**config.mk**
```make
export PLATFORM = sky130hd
export DESIGN_NAME = counting_semaphore_pool_core
export DESIGN_NICKNAME = d
export VERILOG_FILES = /design/src/hdl/csp_pkg.sv /design/src/hdl/csp_free_stack.sv /design/src/hdl/csp_sem_table.sv /design/src/hdl/csp_task_link.sv /design/src/hdl/counting_semaphore_pool_core.sv
export VERILOG_INCLUDE_DIRS = /design/src /design/src/hdl
export SDC_FILE = /design/constraint.sdc
export NUM_CORES = 1
export LEC_CHECK = 0
export ABC_AREA = 0
export BUFFER_PORTS_ARGS = -buffer_cell sky130_fd_sc_hd__buf_4
export CAP_MARGIN = 20
export CELL_PAD_IN_SITES_DETAIL_PLACEMENT = 0
export CELL_PAD_IN_SITES_GLOBAL_PLACEMENT = 2
export CORE_MARGIN = 5
export CORE_UTILIZATION = 51
export CTS_BUF_LIST = sky130_fd_sc_hd__clkbuf_8
export DETAILED_ROUTE_END_ITERATION = 10
export PLACE_DENSITY_LB_ADDON = 0.1
export SYNTH_ARGS = -nofsm -noshare
export SYNTH_HDL_FRONTEND = slang
export SYNTH_SLANG_ARGS = --single-unit
```
**constraint.sdc**
```tcl
create_clock -name clk -period 15.55 [get_ports clk]
set_input_delay 3.11 -clock clk [delete_from_list [all_inputs] [get_ports clk]]
set_output_delay 3.11 -clock clk [all_outputs]
set_load 0.005 [all_outputs]
```
**src/hdl/counting_semaphore_pool_core_assert.svh**
```systemverilog
// Assertion helpers for the semaphore pool core.
// Each macro expects clk and rst to be visible where it is used.
`ifndef COUNTING_SEMAPHORE_POOL_CORE_ASSERT_SVH
`define COUNTING_SEMAPHORE_POOL_CORE_ASSERT_SVH

// Same-cycle implication.
`define CSP_ASSERT_IMP(lbl, ante, cons, msg) \
  lbl: assert property (@(posedge clk) disable iff (rst) (ante) |-> (cons)) \
    else $error(msg);

// Next-cycle implication.
`define CSP_ASSERT_NXT(lbl, ante, cons, msg) \
  lbl: assert property (@(posedge clk) disable iff (rst) (ante) |=> (cons)) \
    else $error(msg);

`endif

```
**src/hdl/csp_pkg.sv**
```systemverilog
`timescale 1ns / 1ps
`default_nettype none
// ----------------------------------------------------------------------------
// csp_pkg
// Shared codes and table access types for the semaphore pool core.
// ----------------------------------------------------------------------------
package csp_pkg;

  typedef enum logic [1:0] {
    ACT_CREATE = 2'd0,
    ACT_DELETE = 2'd1,
    ACT_PEND   = 2'd2,
    ACT_POST   = 2'd3
  } action_t;

  typedef enum logic [3:0] {
    ST_OK           = 4'd0,
    ST_INVALID      = 4'd1,
    ST_OVERFLOW     = 4'd2,
    ST_ALL_BUSY     = 4'd3,
    ST_HAS_WAITERS  = 4'd4,
    ST_UNAVAILABLE  = 4'd5,
    ST_IN_INTERRUPT = 4'd6,
    ST_LOCKED       = 4'd7,
    ST_BLOCKED      = 4'd8
  } status_t;

  // Semaphore table read view (queue head and tail task ids carried at full 8 bits)
  typedef struct packed {
    logic        in_use;
    logic        q_valid;
    logic [15:0] cnt;
    logic [7:0]  head;
    logic [7:0]  tail;
  } sem_rd_t;

  // Semaphore table update
  typedef struct packed {
    logic [7:0]  idx;
    logic        use_set;
    logic        use_clr;
    logic        cnt_we;
    logic [15:0] cnt;
    logic        q_set;
    logic        q_clr;
    logic        head_we;
    logic [7:0]  head;
    logic        tail_we;
    logic [7:0]  tail;
  } sem_wr_t;

endpackage
`default_nettype wire

```
**src/hdl/csp_free_stack.sv**
```systemverilog
`timescale 1ns / 1ps
`default_nettype none
// ----------------------------------------------------------------------------
// csp_free_stack
// Stack of free semaphore handles; handle 0 sits on top after reset.
// ----------------------------------------------------------------------------
module csp_free_stack #(
  parameter int SEM_SLOTS = 16,
  localparam int SW_OUT   = (SEM_SLOTS > 1) ? $clog2(SEM_SLOTS) : 1
) (
  input  wire logic                 clk,
  input  wire logic                 rst,
  input  wire logic                 pop,
  input  wire logic                 push,
  input  wire logic [SW_OUT-1:0]    push_handle,
  output logic                      empty,
  output logic [SW_OUT-1:0]         top_handle
);
  localparam int FW     = $clog2(SEM_SLOTS + 1);

  logic [SW_OUT-1:0] stack [SEM_SLOTS];
  logic [FW-1:0]     top;
  logic [FW-1:0]     top_m1;
  logic              full;

  assign top_m1     = top - 1'b1;
  assign empty      = (top == '0);
  assign full       = (top == FW'(SEM_SLOTS));
  assign top_handle = empty ? '0 : stack[top_m1[SW_OUT-1:0]];

  always_ff @(posedge clk) begin
    if (rst) begin
      top <= FW'(SEM_SLOTS);
      for (int i = 0; i < SEM_SLOTS; i++) begin
        stack[i] <= SW_OUT'(SEM_SLOTS - 1 - i);
      end
    end else if (pop && !empty) begin
      top <= top_m1;
    end else if (push && !full) begin
      stack[top[SW_OUT-1:0]] <= push_handle;
      top                    <= top + 1'b1;
    end
  end

endmodule
`default_nettype wire

```
**src/hdl/csp_sem_table.sv**
```systemverilog
`timescale 1ns / 1ps
`default_nettype none
// ----------------------------------------------------------------------------
// csp_sem_table
// Per-semaphore state: in-use flag, count and wait queue head/tail.
// ----------------------------------------------------------------------------
module csp_sem_table #(
  parameter int SEM_SLOTS  = 16,
  parameter int TASK_SLOTS = 32,
  localparam int SW        = (SEM_SLOTS > 1) ? $clog2(SEM_SLOTS) : 1,
  localparam int TW        = $clog2(TASK_SLOTS)
) (
  input  wire logic             clk,
  input  wire logic             rst,
  input  wire logic [SW-1:0]    rd_idx,
  output csp_pkg::sem_rd_t      rd,
  input  wire csp_pkg::sem_wr_t wr
);
  logic          in_use  [SEM_SLOTS];
  logic          q_valid [SEM_SLOTS];
  logic [15:0]   cnt     [SEM_SLOTS];
  logic [TW-1:0] head    [SEM_SLOTS];
  logic [TW-1:0] tail    [SEM_SLOTS];
  logic [SW-1:0] widx;

  assign widx = wr.idx[SW-1:0];

  always_comb begin
    rd.in_use  = in_use[rd_idx];
    rd.q_valid = q_valid[rd_idx];
    rd.cnt     = cnt[rd_idx];
    rd.head    = 8'(head[rd_idx]);
    rd.tail    = 8'(tail[rd_idx]);
  end

  always_ff @(posedge clk) begin
    if (rst) begin
      for (int i = 0; i < SEM_SLOTS; i++) begin
        in_use[i]  <= 1'b0;
        q_valid[i] <= 1'b0;
      end
    end else begin
      if (wr.use_set) begin
        in_use[widx] <= 1'b1;
      end else if (wr.use_clr) begin
        in_use[widx] <= 1'b0;
      end
      if (wr.q_set) begin
        q_valid[widx] <= 1'b1;
      end else if (wr.q_clr) begin
        q_valid[widx] <= 1'b0;
      end
    end
  end

  // Payload, written before first use
  always_ff @(posedge clk) begin
    if (wr.cnt_we) begin
      cnt[widx] <= wr.cnt;
    end
    if (wr.head_we) begin
      head[widx] <= wr.head[TW-1:0];
    end
    if (wr.tail_we) begin
      tail[widx] <= wr.tail[TW-1:0];
    end
  end

endmodule
`default_nettype wire

```
**src/hdl/csp_task_link.sv**
```systemverilog
`timescale 1ns / 1ps
`default_nettype none
// ----------------------------------------------------------------------------
// csp_task_link
// Next-waiter links that chain tasks into per-semaphore FIFO queues.
// ----------------------------------------------------------------------------
module csp_task_link #(
  parameter int TASK_SLOTS = 32,
  localparam int TW        = $clog2(TASK_SLOTS)
) (
  input  wire logic          clk,
  input  wire logic [TW-1:0] rd_addr,
  output logic [TW-1:0]      rd_data,
  input  wire logic          we,
  input  wire logic [TW-1:0] wr_addr,
  input  wire logic [TW-1:0] wr_data
);
  logic [TW-1:0] link [TASK_SLOTS];

  assign rd_data = link[rd_addr];

  always_ff @(posedge clk) begin
    if (we) begin
      link[wr_addr] <= wr_data;
    end
  end

endmodule
`default_nettype wire

```
**src/hdl/counting_semaphore_pool_core.sv**
```systemverilog
`timescale 1ns / 1ps
`default_nettype none
// ----------------------------------------------------------------------------
// counting_semaphore_pool_core
// Pool of counting semaphores with FIFO wait queues (create/delete/pend/post).
// ----------------------------------------------------------------------------
// One transaction is taken per clock cycle while results are being taken, and
// its result is presented from the result register: the request is held in an
// input register, a single pass of table lookups and decisions runs against
// the register-held semaphore, free-handle and task-link tables, and the
// outcome lands in the result register at the edge that takes it, while the
// tables are updated at that same edge. A waiting result holds the pass; the
// input register still takes one more request, and in_ready drops only while both registers are full.
// There is no start-up sweep; the block is ready straight out of reset.
module counting_semaphore_pool_core #(
  parameter int SEM_SLOTS   = 16,
  parameter int TASK_SLOTS  = 32,
  parameter int COUNT_LIMIT = 65534
) (
  input  wire logic        clk,
  input  wire logic        rst,
  input  wire logic        in_valid,
  output logic             in_ready,
  input  wire logic [1:0]  action,
  input  wire logic [7:0]  handle,
  input  wire logic [15:0] init_count,
  input  wire logic [4:0]  task_id,
  input  wire logic [31:0] timeout,
  input  wire logic        in_interrupt,
  input  wire logic        sched_locked,
  output logic             out_valid,
  input  wire logic        out_ready,
  output logic [3:0]       status,
  output logic [7:0]       new_handle,
  output logic             woken_valid,
  output logic [4:0]       woken_task,
  output logic             arm_timer
);
  localparam int SW = (SEM_SLOTS > 1) ? $clog2(SEM_SLOTS) : 1;
  localparam int TW = $clog2(TASK_SLOTS);
  localparam logic [15:0] LIMIT = 16'(COUNT_LIMIT);

  // Task id folding table: entry i holds i mod TASK_SLOTS
  function automatic logic [255:0] build_task_map();
    logic [255:0] m;
    m = '0;
    for (int i = 0; i < 32; i++) begin
      m[i*8 +: 8] = 8'(i % TASK_SLOTS);
    end
    return m;
  endfunction

  localparam logic [255:0] TASK_MAP = build_task_map();

  // Input register
  logic               item_valid;
  csp_pkg::action_t   op_action;
  logic [7:0]         op_handle;
  logic [15:0]        op_init;
  logic [TW-1:0]      op_task;
  logic [31:0]        op_timeout;
  logic               op_intr;
  logic               op_locked;

  // Result register
  csp_pkg::status_t   out_status;
  logic [7:0]         out_handle;
  logic               out_woken;
  logic [4:0]         out_task;
  logic               out_arm;

  logic               advance;
  logic [7:0]         map_idx;
  logic [TW-1:0]      task_folded;

  logic               in_range;
  logic [SW-1:0]      tbl_idx;
  logic               h_ok;
  csp_pkg::sem_rd_t   sem_rd;
  csp_pkg::sem_wr_t   wr_raw;
  csp_pkg::sem_wr_t   sem_wr;
  logic               fs_empty;
  logic [SW-1:0]      fs_head;
  logic               pop_raw;
  logic               push_raw;
  logic               link_we_raw;
  logic [TW-1:0]      link_rd;

  csp_pkg::status_t   st_next;
  logic [7:0]         nh_next;
  logic               wv_next;
  logic [7:0]         wt_next;
  logic               arm_next;

  assign advance  = item_valid && (!out_valid || out_ready);
  assign in_ready = !item_valid || advance;

  assign map_idx     = {task_id, 3'b000};
  assign task_folded = TW'(TASK_MAP[map_idx +: 8]);

  always_ff @(posedge clk) begin
    if (rst) begin
      item_valid <= 1'b0;
      out_valid  <= 1'b0;
    end else begin
      if (in_ready) begin
        item_valid <= in_valid;
      end
      if (advance) begin
        out_valid <= 1'b1;
      end else if (out_ready) begin
        out_valid <= 1'b0;
      end
    end
  end

  always_ff @(posedge clk) begin
    if (in_ready && in_valid) begin
      op_action  <= csp_pkg::action_t'(action);
      op_handle  <= handle;
      op_init    <= init_count;
      op_task    <= task_folded;
      op_timeout <= timeout;
      op_intr    <= in_interrupt;
      op_locked  <= sched_locked;
    end
    if (advance) begin
      out_status <= st_next;
      out_handle <= nh_next;
      out_woken  <= wv_next;
      out_task   <= wt_next[4:0];
      out_arm    <= arm_next;
    end
  end

  assign status      = out_status;
  assign new_handle  = out_handle;
  assign woken_valid = out_woken;
  assign woken_task  = out_task;
  assign arm_timer   = out_arm;

  // Table lookups
  assign in_range = ({1'b0, op_handle} < 9'(SEM_SLOTS));
  assign tbl_idx  = in_range ? op_handle[SW-1:0] : '0;
  assign h_ok     = in_range && sem_rd.in_use;

  csp_sem_table #(
    .SEM_SLOTS  (SEM_SLOTS),
    .TASK_SLOTS (TASK_SLOTS)
  ) u_sem_table (
    .clk    (clk),
    .rst    (rst),
    .rd_idx (tbl_idx),
    .rd     (sem_rd),
    .wr     (sem_wr)
  );

  csp_free_stack #(
    .SEM_SLOTS (SEM_SLOTS)
  ) u_free_stack (
    .clk         (clk),
    .rst         (rst),
    .pop         (pop_raw && advance),
    .push        (push_raw && advance),
    .push_handle (tbl_idx),
    .empty       (fs_empty),
    .top_handle  (fs_head)
  );

  csp_task_link #(
    .TASK_SLOTS (TASK_SLOTS)
  ) u_task_link (
    .clk     (clk),
    .rd_addr (sem_rd.head[TW-1:0]),
    .rd_data (link_rd),
    .we      (link_we_raw && advance),
    .wr_addr (sem_rd.tail[TW-1:0]),
    .wr_data (op_task)
  );

  // Decision pass
  always_comb begin
    st_next     = csp_pkg::ST_OK;
    nh_next     = '0;
    wv_next     = 1'b0;
    wt_next     = '0;
    arm_next    = 1'b0;
    pop_raw     = 1'b0;
    push_raw    = 1'b0;
    link_we_raw = 1'b0;
    wr_raw      = '0;
    wr_raw.idx  = 8'(tbl_idx);
    case (op_action)
      csp_pkg::ACT_CREATE: begin
        if (op_init > LIMIT) begin
          st_next = csp_pkg::ST_OVERFLOW;
        end else if (fs_empty) begin
          st_next = csp_pkg::ST_ALL_BUSY;
        end else begin
          pop_raw        = 1'b1;
          nh_next        = 8'(fs_head);
          wr_raw.idx     = 8'(fs_head);
          wr_raw.use_set = 1'b1;
          wr_raw.cnt_we  = 1'b1;
          wr_raw.cnt     = op_init;
          wr_raw.q_clr   = 1'b1;
        end
      end
      csp_pkg::ACT_DELETE: begin
        if (!h_ok) begin
          st_next = csp_pkg::ST_INVALID;
        end else if (sem_rd.q_valid) begin
          st_next = csp_pkg::ST_HAS_WAITERS;
        end else begin
          wr_raw.use_clr = 1'b1;
          push_raw       = 1'b1;
        end
      end
      csp_pkg::ACT_PEND: begin
        if (!h_ok) begin
          st_next = csp_pkg::ST_INVALID;
        end else if (sem_rd.cnt != '0) begin
          wr_raw.cnt_we = 1'b1;
          wr_raw.cnt    = sem_rd.cnt - 16'd1;
        end else if (op_timeout == '0) begin
          st_next = csp_pkg::ST_UNAVAILABLE;
        end else if (op_intr) begin
          st_next = csp_pkg::ST_IN_INTERRUPT;
        end else if (op_locked) begin
          st_next = csp_pkg::ST_LOCKED;
        end else begin
          // append to the tail, or start a fresh queue
          if (sem_rd.q_valid) begin
            link_we_raw = 1'b1;
          end else begin
            wr_raw.q_set   = 1'b1;
            wr_raw.head_we = 1'b1;
            wr_raw.head    = 8'(op_task);
          end
          wr_raw.tail_we = 1'b1;
          wr_raw.tail    = 8'(op_task);
          st_next        = csp_pkg::ST_BLOCKED;
          arm_next       = (op_timeout != '1);
        end
      end
      csp_pkg::ACT_POST: begin
        if (!h_ok) begin
          st_next = csp_pkg::ST_INVALID;
        end else if (sem_rd.cnt == LIMIT) begin
          st_next = csp_pkg::ST_OVERFLOW;
        end else if (sem_rd.q_valid) begin
          wv_next = 1'b1;
          wt_next = sem_rd.head;
          if (sem_rd.head == sem_rd.tail) begin
            wr_raw.q_clr = 1'b1;
          end else begin
            wr_raw.head_we = 1'b1;
            wr_raw.head    = 8'(link_rd);
          end
        end else if (sem_rd.cnt < LIMIT) begin
          wr_raw.cnt_we = 1'b1;
          wr_raw.cnt    = sem_rd.cnt + 16'd1;
        end else begin
          st_next = csp_pkg::ST_OVERFLOW;
        end
      end
      default: begin
        st_next = csp_pkg::ST_INVALID;
      end
    endcase
  end

  // Commit table updates only when the result register takes the transaction
  always_comb begin
    sem_wr         = wr_raw;
    sem_wr.use_set = wr_raw.use_set && advance;
    sem_wr.use_clr = wr_raw.use_clr && advance;
    sem_wr.cnt_we  = wr_raw.cnt_we && advance;
    sem_wr.q_set   = wr_raw.q_set && advance;
    sem_wr.q_clr   = wr_raw.q_clr && advance;
    sem_wr.head_we = wr_raw.head_we && advance;
    sem_wr.tail_we = wr_raw.tail_we && advance;
  end

  `include "counting_semaphore_pool_core_assert.svh"

  `CSP_ASSERT_IMP(a_woken_ok, out_valid && woken_valid, status == csp_pkg::ST_OK, "wake not ok")
  `CSP_ASSERT_IMP(a_arm_blocked, out_valid && arm_timer, status == csp_pkg::ST_BLOCKED, "stray arm")
  `CSP_ASSERT_IMP(a_stall_cause, !in_ready, item_valid && out_valid && !out_ready, "stray stall")
  `CSP_ASSERT_NXT(a_advance_out, advance, out_valid, "committed transaction produced no result")

endmodule
`default_nettype wire

```
==> results list, run 1 <==
* Run status: completed
- Average size of a mapped cell: about 15 sq um
* Number of synthesized flops with an enable pin: 752
- After global routing the overflow that remains totals 0.
* Worst Setup Slack, final: 8.77 ns
- Yosys warnings: 0
- Actual slew at the worst max-slew pin: 1.17 ns
- Total leakage power: 12.0 nW
- The worst setup path is launched from an input pin.
- The detail route stage leaves a number of antenna-violating nets equal to 0.
* Data required time of the critical path: 12.44 ns
- Number of max-slew violations in the final report: 0
* Async set-or-reset flop fraction in the synthesized netlist: 0%
* Number of gates given a new drive strength after cts: 0
- Met1 track demand over resource: 37.0%
- Clock tree skew after final layout: approximately 0.029 ns
* Initial core utilization: 51.3%
- In the global route stage, met2 resource usage came out at 39.2%.
* Crit Reg-Reg Endpoint: u_sem_table.head[5][0]$_DFFE_PP_
* Clk sinks: 759
- Fillers: between 5000 and 6000
- Measured along the y axis, the die boundary spans 264 microns.
- For this run, the number of standard cells in the final layout without fillers is 3341.
* Launch point of the worst reg-to-reg path: op_handle[1]$_DFFE_PP_
- For this design the top-level I/O count stands at 90.
* Peak supply drop: approximately 0.000073 V
* H-tree levels: 4
- Clock tree from TritonCTS: done
* DR iter-0 viols: around 1900
- The number of placed instances, taps included, is 3114.
- Via-to-Cell Ratio: 6.12
- Logic depth of the worst register-to-register path: 10
- Setup violation total in the final timing report: 0
- The final hold violation count was 0.
* Pin count of the biggest net entering global routing: 109
- Final routed wire length divided by cell count: between 20 and 30 microns
- Max clock buf depth: 3
- Placeable core region: 0.0642 sq mm
- The worst setup path is of the input pin to output pin kind.
* Estimated wirelength of the detail-placed design: 57600 microns
- Clock-pin slew was measured on the worst setup and hold paths at 0.06 ns.
- In this run the worst path has a maximum fanout of 4.
- Overall die area: 0.0698 sq mm
* Critical path launch point: out_ready
- The first TritonRoute pass finished after 6 iterations.
* Routing usage on met3: roughly 6%
- Post-layout minimum cycle time: just under 7 ns
- Destination of the critical timing path: in_ready
- Data on the critical path arrives at its endpoint at approximately 3.7 ns.
- Most used flip-flop cell after synthesis: sky130_fd_sc_hd__edfxtp_1
* Number of distinct standard cells referenced by the synthesized netlist: 93
* Fraction of layout cells with a size suffix above 1: 19.4%
* Final GP Congestion: 0.826
* Synthesis-stage register bit count: 759
- Syn-to-layout area delta: 11.6%
* Routed WL: 90300 microns
- Die width: roughly 260 microns
* Headroom to the max-slew limit: 21.6%
- For this run, design rule violations remaining after detail routing come to 0.
- Number of vias after detailed routing: 20500
- The number of antenna violations at the first check in global routing is 4.
- Total placed instance area: around 0.034 sq mm
- Post-layout nets: 2474
- Based on the critical path, the design can be clocked at up to 148 MHz.
* Worst hold-check slack: 0.522 ns
* Design area: between 0.03 and 0.04 sq mm
* Worst reg2reg setup slack: ~9.6 ns
- Endpoint class of the critical path: output pin
- Sequential elements use 69.0% of the synthesized area.
* Global-route wire length before repair: 133000 microns
* Part of the cycle the worst path needs: 43.6%
- The cell area that synthesis handed to floorplanning was 0.0329 sq mm.
* Final TNS setup: 0 ns
- Number of buffers inserted during clock tree synthesis: 130
* Pwr dens: 113 mW/mm^2
- Library cell used as clock root buffer: sky130_fd_sc_hd__clkbuf_8
- Total of hold buffers inserted after clock tree synthesis: 0
* Worst setup slack after placement: 8.77 ns
- The via count of the first global-routing pass came to 20300.
- The later pin in the worst-skew pair is clocked with a latency of 0.77 ns.
* Number of cell rows: 93
* GR Util All Layers: 25.4%
- The count of buffers added on input and output ports is 85.
- After global routing, the most crowded layer is met2.
- Class of the tightest hold or removal check: flip-flop to flip-flop
- Maximum Capacitance Violations: 0
- Mapped Cells: between 2000 and 2500
- Setup repair after global routing left no endpoint under its margin.
- Post-CTS setup buffer count: 0
[placed cells by master (no fill, tap or decap), types with 12 or more instances in the layout]
cell	count
sky130_fd_sc_hd__nand2_1	145
sky130_fd_sc_hd__o211ai_1	30
sky130_fd_sc_hd__inv_1	58
sky130_fd_sc_hd__mux4_2	37
sky130_fd_sc_hd__mux2_2	79
sky130_fd_sc_hd__a221oi_1	14
sky130_fd_sc_hd__buf_4	137
sky130_fd_sc_hd__ha_1	12
sky130_fd_sc_hd__nor2_1	213
sky130_fd_sc_hd__nand4_1	31
sky130_fd_sc_hd__mux2i_1	108
sky130_fd_sc_hd__nor2b_1	26
sky130_fd_sc_hd__a211oi_1	29
sky130_fd_sc_hd__a21oi_1	91
sky130_fd_sc_hd__nand3_1	47
sky130_fd_sc_hd__clkbuf_8	137
sky130_fd_sc_hd__or3_1	12
sky130_fd_sc_hd__nand2b_1	18
sky130_fd_sc_hd__o22ai_1	21
sky130_fd_sc_hd__clkinv_1	26
sky130_fd_sc_hd__nor3_1	38
sky130_fd_sc_hd__o21bai_1	16
sky130_fd_sc_hd__o21ai_0	49
sky130_fd_sc_hd__xnor2_1	23
sky130_fd_sc_hd__nor4_1	18
sky130_fd_sc_hd__nor2_2	17
sky130_fd_sc_hd__a31oi_1	12
sky130_fd_sc_hd__a22oi_1	25
sky130_fd_sc_hd__and2_1	27
sky130_fd_sc_hd__a221o_1	12
sky130_fd_sc_hd__edfxtp_1	752
sky130_fd_sc_hd__and3_1	25
[per-layer routing]
layer	vias up	wire length (microns)
met2	888	41800
met4	2	1580
met1	10400	39200
li1	9069	-
met5	-	13
met3	122	7700
[synth_stat cells, types with 21 or more instances]
library cell / count / area share, %
sky130_fd_sc_hd__edfxtp_1: 752 / 69
sky130_fd_sc_hd__nor2_1: 230 / 2.6
sky130_fd_sc_hd__nand2_1: 146 / 1.7
sky130_fd_sc_hd__mux2i_1: 108 / 3.3
sky130_fd_sc_hd__a21oi_1: 93 / 1.4
sky130_fd_sc_hd__mux2_2: 79 / 2.7
sky130_fd_sc_hd__clkbuf_1: 62 / 0.71
sky130_fd_sc_hd__o21ai_0: 49 / 0.74
sky130_fd_sc_hd__nand3_1: 48 / 0.73
sky130_fd_sc_hd__nor3_1: 38 / 0.58
sky130_fd_sc_hd__mux4_2: 37 / 2.5
sky130_fd_sc_hd__buf_2: 35 / 0.53
sky130_fd_sc_hd__nand4_1: 31 / 0.59
sky130_fd_sc_hd__o211ai_1: 30 / 0.68
sky130_fd_sc_hd__a211oi_1: 29 / 0.66
sky130_fd_sc_hd__and2_1: 28 / 0.53
sky130_fd_sc_hd__nor2b_1: 27 / 0.51
sky130_fd_sc_hd__a22oi_1: 25 / 0.57
sky130_fd_sc_hd__and3_1: 25 / 0.47
sky130_fd_sc_hd__xnor2_1: 23 / 0.61
sky130_fd_sc_hd__inv_1: 22 / 0.25
sky130_fd_sc_hd__o22ai_1: 21 / 0.40
[metrics by stage]
step / power [mW] / utilization (%)
after global routing: 4.32 / 57.2
after detailed placement: 2.55 / 53.5
after global placement: 2.54 / 53.5
after CTS: 4.20 / 57.2
final: 4.17 / 57.2
after floorplan: 2.45 / -
[logic make-up after synthesis]
group | share of synthesized area, %
fa+ha+maj | 0.456
flops | 69.0
mux | 8.54
other cells | 0.0114
xor+xnor | 0.744
compound gates | 8.78
simple gates | 9.58
buf+inv | 2.92
[layout make-up]
type	count	area, sq um	share of cell area (%)
Inverter	24	90.1	0.245
Sequential cell	759	22700	61.8
Clock buffer	137	1890	5.13
Timing Repair Buffer	143	1120	3.05
Tap cell	855	1070	2.91
Multi-Input combinational cell	1335	9400	25.6
Antenna cell	2	5.00	0.0136
Clock inverter	86	470	1.28
[how the worst min path moves through the flow]
| stage | from | depth (start not counted) | end | slack (ns) |
|---|---|---|---|---|
| after detailed placement | item_valid$_SDFFE_PP0N_ | 2 | out_valid$_SDFFE_PP0P_ | 0.51 |
| after global routing | item_valid$_SDFFE_PP0N_ | 2 | out_valid$_SDFFE_PP0P_ | 0.56 |
| after floorplan | item_valid$_SDFFE_PP0N_ | 2 | out_valid$_SDFFE_PP0P_ | 0.49 |
| final | item_valid$_SDFFE_PP0N_ | 2 | out_valid$_SDFFE_PP0P_ | 0.52 |
| after CTS | item_valid$_SDFFE_PP0N_ | 2 | out_valid$_SDFFE_PP0P_ | 0.53 |
| after global placement | item_valid$_SDFFE_PP0N_ | 2 | out_valid$_SDFFE_PP0P_ | 0.50 |
[critical path: stages]
cell and delay (ns):
sky130_fd_sc_hd__buf_4 0.11, sky130_fd_sc_hd__nor2b_1 0.20, sky130_fd_sc_hd__nand2_1 0.10, sky130_fd_sc_hd__buf_4 0.14
[state kept, by name, indices dropped and copies added, names as in the netlist, 2 cells and up]
signal	cells
u_sem_table.q_valid	16
u_task_link.link	160
u_sem_table.head	80
op_task	5
u_sem_table.cnt	256
u_free_stack.stack	64
op_init	16
u_sem_table.tail	80
status	4
op_handle	8
new_handle	4
op_timeout	32
op_action	2
u_sem_table.in_use	16
woken_task	5
u_free_stack.top	5
[report_power, final]
group | switching [mW] | leakage (nW) | internal (mW)
logic | 0.158 | 3.67 | 0.0751
registers | 0.00981 | 6.96 | 2.26
clock network | 0.802 | 1.33 | 0.864
No activity file was read; power rests on OpenSTA's default activity.
==> inputs of run 2 (changes only) <==
--- a/config.mk
+++ b/config.mk
@@ -12,7 +12,7 @@
 export CELL_PAD_IN_SITES_DETAIL_PLACEMENT = 0
 export CELL_PAD_IN_SITES_GLOBAL_PLACEMENT = 2
 export CORE_MARGIN = 5
-export CORE_UTILIZATION = 51
+export CORE_UTILIZATION = 48
 export CTS_BUF_LIST = sky130_fd_sc_hd__clkbuf_8
 export DETAILED_ROUTE_END_ITERATION = 10
 export PLACE_DENSITY_LB_ADDON = 0.1
==> constraint.sdc (replaced) <==
create_clock -name clk -period 6.3 [get_ports clk]
set_input_delay 1.26 -clock clk [delete_from_list [all_inputs] [get_ports clk]]
set_output_delay 1.26 -clock clk [all_outputs]
set_load 0.005 [all_outputs]
==> run 2 against run 1 <==
Compared with the run above: sequential power grew 150%; first-iteration DRC count rose by 4.6%; power increased by 140%; non-clock buffer count is 46 higher; critical endpoint is now u_task_link.link[0][4]$_DFFE_PP_; critical path type is now flip-flop to flip-flop; sequential share of layout area shrank 0.50 points; via count hardly changed; clock-buffer cell count decreased by 4; utilization fell by 3.0 points; setup slack worse by 7.8 ns; routed wire length grew 3.1%; final area rose by 0.81%; largest cell class unchanged; clock skew grew 0.011 ns.
==> results list, run 2 (same netlist as run 1, synthesis figures left out) <==
- Run status: completed
- From synthesis to final layout, the design area changed by 12.5%.
- Final routed wire length divided by cell count: 27.4 microns
* Headroom to the max-slew limit: approximately 28%
- Entering global routing, the biggest net connects 66 pins.
* Logic depth of the worst register-to-register path: 10
- Global-route wire length before repair: between 100000 and 150000 microns
- After the last flow step, the layout net total stands at about 2500.
- Quantity of I/O buffers inserted on ports: 85
* Number of buffers inserted during clock tree synthesis: 130
- Estimated wirelength of the detail-placed design: roughly 62000 microns
- Maximum Capacitance Violations: 0
* Via-to-Cell Ratio: roughly 6
- Category of the worst setup path launch point: flip-flop
* Most common cell after layout, fill and taps aside: sky130_fd_sc_hd__edfxtp_1
- Worst hold-check slack: 0.532 ns
- From bottom edge to top edge, the die measures between 200 and 300 microns.
- Clock tree from TritonCTS: done
* Number of gates given a new drive strength after cts: 0
- Max clock buf depth: 3
- Final TNS setup: 0 ns
* Clock tree skew after final layout: 0.0402 ns
- Setup repair after global routing left no endpoint under its margin.
* Number of vias after detailed routing: 20500
- After clock tree synthesis, the clock-pin slew on the worst setup and hold paths is 0.06 ns.
- For this run, the share of the core covered by cells in the final layout is 54.2%.
- DRT Pass-1 Iters: 5
* Fmax achieved: 187 MHz
- Largest registers in the final layout: u_sem_table.cnt x256, u_task_link.link x160
- The clock net in this run drives a total of 759 sinks.
- Hold Path End: out_valid$_SDFFE_PP0P_
* Post-CTS setup buffer count: 0
- The final critical path takes up about 85% of the cycle.
- Counting instances, the worst hold path has a depth of 2.
- Top Ports: 90
* Crit Reg-Reg Endpoint: u_task_link.link[0][4]$_DFFE_PP_
* Number of antenna violations at the first check in global routing: 1
- At the pin with the least slew margin, the transition time is 1.07 ns.
- H-tree levels: 4
- The congestion estimate from routability-driven global placement came to 0.853.
- The die is 272 microns wide.
- For this run, the total global-route usage over all layers was measured as 25.1%.
- Peak supply drop: 0.000295 V
* Total leakage power: 12.2 nW
- Dividing total power by cell area gives a power density of about 270 mW/mm^2.
- The via count of the first global-routing pass came to between 20000 and 25000.
* Clk_lat worst skew: between 0.7 and 0.8 ns
- Number of max-slew violations in the final report: 0
- Leaving out fill and tap cells, the most frequent cells in the layout are 752 x sky130_fd_sc_hd__edfxtp_1, 214 x sky130_fd_sc_hd__nor2_1, 182 x sky130_fd_sc_hd__buf_4, 145 x sky130_fd_sc_hd__nand2_1, 133 x sky130_fd_sc_hd__clkbuf_8.
* WS Path Type: flip-flop to flip-flop
- At the worst endpoint, the required time is 6.69 ns.
* Launch point of the worst reg-to-reg path: op_handle[6]$_DFFE_PP_
- The floorplan step defined a die boundary enclosing 0.0740 sq mm.
* Setup violation total in the final timing report: 0
- Fillers: around 5600
* Number of cell rows: 96
- Library cell used as clock root buffer: sky130_fd_sc_hd__clkbuf_8
- After floorplanning, the core was sized to cover 0.0683 sq mm.
* DR iter-0 viols: between 1500 and 2000
- Crit Path Max Fanout: 26
- Class of the tightest hold or removal check: flip-flop to flip-flop
- Initial core utilization: ~48%
- The worst hold path begins at item_valid$_SDFFE_PP0N_.
- The final hold violation count came to 0.
- Cells with a size suffix above 1 make up 20.9% of the layout.
- Antenna-violating nets left: 0
* Post-route DRC violation count: 0
* Register with the most flip-flops: u_sem_table.cnt
- Post-layout minimum cycle time: 5.36 ns
* Total of hold buffers inserted after clock tree synthesis: 0
* Overflow left after global routing: 0
- After detailed routing, the total wire length is around 93000 microns.
* Worst endpoint data arrival time: 5.75 ns
* Max FFs per register: approximately 260
- Worst reg2reg setup slack: 0.94 ns
- Endpoint class of the critical path: flip-flop
-- run 2: cell types whose count changed in the layout (fill, tap and decap cells not counted), moves of 2 or more --
cell and delta:
sky130_fd_sc_hd__clkinv_2 +6, sky130_fd_sc_hd__inv_1 -3, sky130_fd_sc_hd__clkinv_1 -5, sky130_fd_sc_hd__buf_4 +45, sky130_fd_sc_hd__clkbuf_8 -4, sky130_fd_sc_hd__clkinvlp_4 -2
-- run 2: worst max-delay path by stage --
stage,from,end,slack [ns],depth (start not counted)
4_1_cts,op_handle[0]$_DFFE_PP_,u_sem_table.head[9][2]$_DFFE_PP_,0.89,13
5_1_grt,op_handle[0]$_DFFE_PP_,u_sem_table.head[10][2]$_DFFE_PP_,0.66,13
3_5_place_dp,op_handle[0]$_DFFE_PP_,u_sem_table.head[14][3]$_DFFE_PP_,0.86,13
3_3_place_gp,op_handle[0]$_DFFE_PP_,u_sem_table.head[12][4]$_DFFE_PP_,0.76,11
6_report,op_handle[6]$_DFFE_PP_,u_task_link.link[0][4]$_DFFE_PP_,0.94,10
2_1_floorplan,op_handle[1]$_DFFE_PP_,u_sem_table.cnt[0][13]$_DFFE_PP_,1.10,20
-- run 2: per-stage QoR --
step	instance area [sq um]	power (mW)	instances	worst slack, ns
3_5_place_dp	34800	6.29	3187	0.861
6_report	37100	10.2	3404	0.939
5_1_grt	37100	10.6	3404	0.664
4_1_cts	37000	10.3	3401	0.888
2_1_floorplan	33000	6.05	2266	1.10
3_3_place_gp	34700	6.28	3183	0.760
-- run 2: final cells by class --
cell class	count	area, sq um	area share, %
sequential	759	22700	61.3
multi-input combinational	1335	9400	25.4
clock buffer	133	1830	4.94
timing repair buffer	189	1490	4.01
tap	882	1100	2.98
clock inverter	81	428	1.15
inverter	24	90.1	0.243
antenna	1	2.50	0.00675
-- run 2: critical path: stages (launching register included) --
cell and delay (ns):
sky130_fd_sc_hd__edfxtp_1 0.43, sky130_fd_sc_hd__or4_4 0.81, sky130_fd_sc_hd__buf_4 0.33, sky130_fd_sc_hd__o31ai_1 0.25, sky130_fd_sc_hd__o211ai_1 0.12, sky130_fd_sc_hd__a31oi_1 0.73, sky130_fd_sc_hd__and2_1 0.25, sky130_fd_sc_hd__nor3b_2 0.36
sky130_fd_sc_hd__nand4_1 0.35, sky130_fd_sc_hd__nor4_1 0.79, sky130_fd_sc_hd__nor2b_1 0.52
-- run 2: report_power, final --
group          leakage, nW  internal, mW  switching [mW]  total, mW
logic                 3.91         0.193           0.379      0.572
registers             6.96          5.59          0.0331       5.62
clock network         1.29          2.04            1.95       3.99
-- run 2: layer usage --
layer,GRT usage [%],vias up,wire [microns]
met1,34.5,10300,39500
li1,-,9154,-
met2,41.0,817,44700
met3,4.59,158,6330
met5,0,-,0
met4,7.71,0,2550
==> inputs of run 3 (changes only) <==
--- a/config.mk
+++ b/config.mk
@@ -12,10 +12,12 @@
 export CELL_PAD_IN_SITES_DETAIL_PLACEMENT = 0
 export CELL_PAD_IN_SITES_GLOBAL_PLACEMENT = 2
 export CORE_MARGIN = 5
-export CORE_UTILIZATION = 48
+export CORE_UTILIZATION = 50
 export CTS_BUF_LIST = sky130_fd_sc_hd__clkbuf_8
 export DETAILED_ROUTE_END_ITERATION = 10
 export PLACE_DENSITY_LB_ADDON = 0.1
+export SETUP_SLACK_MARGIN = 0.05
 export SYNTH_ARGS = -nofsm -noshare
 export SYNTH_HDL_FRONTEND = slang
+export SYNTH_HIERARCHICAL = 1
 export SYNTH_SLANG_ARGS = --single-unit
==> run 3 against run 2 <==
Compared with the run above: routed wire length down 18%; area after synthesis down 2.2%; register-to-register slack worse by 0.45 ns; worst hold slack worse by 0.014 ns; final area down 2.2%; critical path depth up 4; setup slack worse by 0.45 ns; global-route usage down 3.4 points; critical endpoint is now u_task_link/link[10][3]$_DFFE_PP_; largest cell class unchanged.
==> results list, run 3 <==
- After routing the design area is 0.0362 sq mm.
* Top cell type's share of synthesized area: 70.1%
* Synthesis-stage register bit count: 759
* Part of the power in combinational logic: 4.7%
- The number of gates resized after CTS was 0.
- For this run, the detailed router's first-pass iteration total came to 5.
- Most common cell after layout, fill and taps aside: sky130_fd_sc_hd__edfxtp_1
* Number of distinct standard cells referenced by the synthesized netlist: 83
- The run finished with clean final reports.
- Setup repair after global routing left no endpoint under its margin.
- The signal on the critical path passes through nor4_4, buf_4, and2_4, buf_12, buf_4, mux4_1, a22oi_1, nand2_1, nor4_4, and4_4, nand4_4, nor4_1, nand3b_1, nor2_1.
* DR iter-0 viols: 1571
- The number of hold buffers added after CTS was 0.
- Clock tree from TritonCTS: done
- Net switching power of the design: 2.22 mW
- Highest-delay cell along the critical path: sky130_fd_sc_hd__nand3b_1
- Peak supply drop: approximately 0.00019 V
- The most used flip-flop cell after synthesis is sky130_fd_sc_hd__edfxtp_1.
- Clk pwr share: 39.9%
- Number of vias after detailed routing: 17200
- GR Util All Layers: 21.7%
- At the worst endpoint, the required time is 6.66 ns.
- For this design, the sink count on the clock tree is 759.
* Vias in the first global route: 17600
* Top library cells by usage in the layout, fill and taps aside: 752 x sky130_fd_sc_hd__edfxtp_1, 153 x sky130_fd_sc_hd__buf_4, 150 x sky130_fd_sc_hd__mux4_2, 122 x sky130_fd_sc_hd__nor2_1, 120 x sky130_fd_sc_hd__clkbuf_8
- In this run the remaining antenna-violating nets after routing total 0.
- Part of the cycle the worst path needs: 92.2%
- For this design the ratio of total power to cell area is roughly 280 mW/mm^2.
* Number of antenna violations at the first check in global routing: 2
* Syn-to-layout area delta: 12.5%
- Dividing the detail-routed wire length by the instance count gives 26.1 microns.
* Total leakage power: 11.8 nW
* Final TNS setup: 0 ns
- Number of buffers inserted during clock tree synthesis: 119
- XOR/XNOR Fraction of Synth Area: 1.06%
- Worst hold-check slack: 0.518 ns
- In the final design database the tool counted between 2000 and 2500 nets.
* Placeable core region: 0.0641 sq mm
- In the synthesized netlist, the cells that appear most often are 752 x sky130_fd_sc_hd__edfxtp_1, 150 x sky130_fd_sc_hd__mux4_2, 123 x sky130_fd_sc_hd__nor2_1.
* Total placed instance area: 0.0339 sq mm
- Launch point of the worst reg-to-reg path: op_handle[6]$_DFFE_PP_
* Async set-or-reset flop fraction in the synthesized netlist: 0%
* Actual slew at the worst max-slew pin: 1.09 ns
* Clk_lat worst skew: 0.73 ns
- H-tree levels: 3
* Register share of total power: around 55%
* Crit Path Max Fanout: 22
- Post-synthesis share of cell area spent on full adders, half adders and majority gates: 0.466%
- Endpoints failing hold: 0
* Endpoint class of the critical path: flip-flop
- Setup violations remaining at the end of the flow were counted as 0.
* Destination of the critical timing path: u_task_link/link[10][3]$_DFFE_PP_
- STA classifies the critical path startpoint as a flip-flop.
- Yosys printed 6 warnings.
* Worst reg2reg setup slack: 0.49 ns
* Largest registers in the final layout: u_sem_table/cnt x256, u_task_link/link x160
* Post-Route Utilization: 56.5%
* Die width: 264 microns
- Compound-cell area share of the yosys netlist: 3.72%
- The worst hold path belongs to the class flip-flop to flip-flop.
- sky130_fd_sc_hd__edfxtp_1 takes more of the synthesized area than any other cell.
- Fillers: 4992
* Mapped Cells: 1796
- Headroom to the max-slew limit: 27.0%
- Across the run, the number of max-cap violations was 0.
- The clock passes through at most 3 buffers.
- The count of cells in the finished layout, fillers not included, comes to 2921.
- In this run switching power makes up 22.0% of total power.
* Post-layout minimum cycle time: a little under 6 ns
- Estimated wirelength of the detail-placed design: just under 50000 microns
- For this design the top-level I/O count stands at 90.
- Main combinational cell family by area after synthesis: multiplexers
* Post-route DRC violation count: 0
* Average size of a mapped cell: roughly 18 sq um
- The cell area that synthesis handed to floorplanning was around 0.032 sq mm.
* Via-to-Cell Ratio: 5.88
- Library cell used as clock root buffer: sky130_fd_sc_hd__clkbuf_8
* Number of max-slew violations in the final report: 0
* Largest stage delay on the critical path: 0.59 ns
* Final GP Congestion: 0.823
- Logic depth of the worst register-to-register path: 14
- Basic-gate share of the synthesized area counting and, or, nand and nor cells: under 10%
- Once placement completed, the tool counted placed cells totaling around 2700.
- Initial core utilization: between 50% and 60%
- In the synthesized netlist, mux cells make up between 10 and 15% of the area.
- Post-CTS setup buffer count: 0
- Critical path launch point: op_handle[6]$_DFFE_PP_
* Global-route wire length before repair: about 110000 microns
* Overall die area: 0.0696 sq mm
- The synthesized design contains around 750 enable-type register cells.
- Cells with a size suffix above 1 make up 25.6% of the layout.
- Port buffering added 85 buffers.
- WS Path Type: flip-flop to flip-flop
* Cell with the most instances after synthesis: sky130_fd_sc_hd__edfxtp_1
- Cell internal pwr: 7.90 mW
* Register with the most flip-flops: u_sem_table/cnt
- Fmax achieved: about 170 MHz
* Max FFs per register: 256
- Die outline height: 264 microns
- The worst register-to-register path ends at u_task_link/link[10][3]$_DFFE_PP_.
- Across the routed clock network, the largest skew measured is 0.0373 ns.
* Pin count of the biggest net entering global routing: 62
- Summing the sequential cell areas from Yosys gives 70.5% of the chip area.
* Overflow left after global routing: 0
- Ranked by total cell area, the synthesized netlist is headed by sky130_fd_sc_hd__edfxtp_1 70%, sky130_fd_sc_hd__mux4_2 10%, sky130_fd_sc_hd__mux4_1 2.3%.
- Routed WL: around 76000 microns
* Startpoint of the worst hold path: item_valid$_SDFFE_PP0N_
* Clock transition at the registers of the reported paths: 0.06 ns
* Number of cell rows: 93
- Worst endpoint data arrival time: between 6 and 7 ns
run 3: kinds of logic (layout without fill, tap and decap cells):
family	count (synthesis)	count (layout)
adder cells (fa/ha/maj)	12	12
AO/OA/AOI/OAI	157	157
buffers and inverters	138	398
AND/OR/NAND/NOR	494	494
flip-flops	759	759
XOR/XNOR	37	37
other	2	12
multiplexers	197	197
run 3: critical path: cells and delay by family, from the launching register on:
family	cells	cell delay [ns]
DFF	1	0.41
and+or+nand+nor	9	3.56
buffers and inverters	3	0.70
AOI/OAI and AO/OA	1	0.19
muxes	1	0.54
run 3: power groups by stage:
stage,clock network [mW],logic (mW),registers (mW)
floorplan,0,0.295,5.71
global placement,0,0.476,5.71
detailed placement,0,0.478,5.71
CTS,4.15,0.480,5.61
global route,4.39,0.516,5.61
finish,4.04,0.479,5.61
run 3: layout make-up:
cell class / count / area [sq um] / area share, %
diodes: 2 / 5.00 / 0.0138
flip-flops and latches: 759 / 22700 / 62.7
clock inverters: 101 / 681 / 1.88
multi-input cells: 907 / 8760 / 24.2
clock buffers: 120 / 1650 / 4.56
well taps: 855 / 1070 / 2.95
inverters: 17 / 63.8 / 0.176
repair buffers: 160 / 1290 / 3.56
run 3: stage by stage:
step,worst slack (ns),power [mW]
floorplan,1.36,6.00
global placement,0.601,6.19
detailed placement,0.459,6.19
CTS,0.443,10.2
global route,0.0541,10.5
finish,0.492,10.1
run 3: worst min-delay path by stage:
| stage | slack [ns] | cells after the start | endpoint |
|---|---|---|---|
| after global placement | 0.52 | 2 | out_valid$_SDFFE_PP0P_ |
| final | 0.52 | 2 | out_valid$_SDFFE_PP0P_ |
| after detailed placement | 0.52 | 2 | out_valid$_SDFFE_PP0P_ |
| after floorplan | 0.49 | 2 | out_valid$_SDFFE_PP0P_ |
| after CTS | 0.53 | 2 | out_valid$_SDFFE_PP0P_ |
| after global routing | 0.55 | 2 | out_valid$_SDFFE_PP0P_ |
run 3: layer usage:
layer | vias to the layer above | share of wire, % | GRT usage [%] | routed length [microns]
li1 | 7585 | - | - | -
met2 | 551 | 49 | 34.9 | 37200
met1 | 8922 | 43 | 31.0 | 33100
met5 | - | 0 | 0 | 0
met4 | 0 | 2.1 | 5.66 | 1610
met3 | 110 | 5.5 | 4.20 | 4200
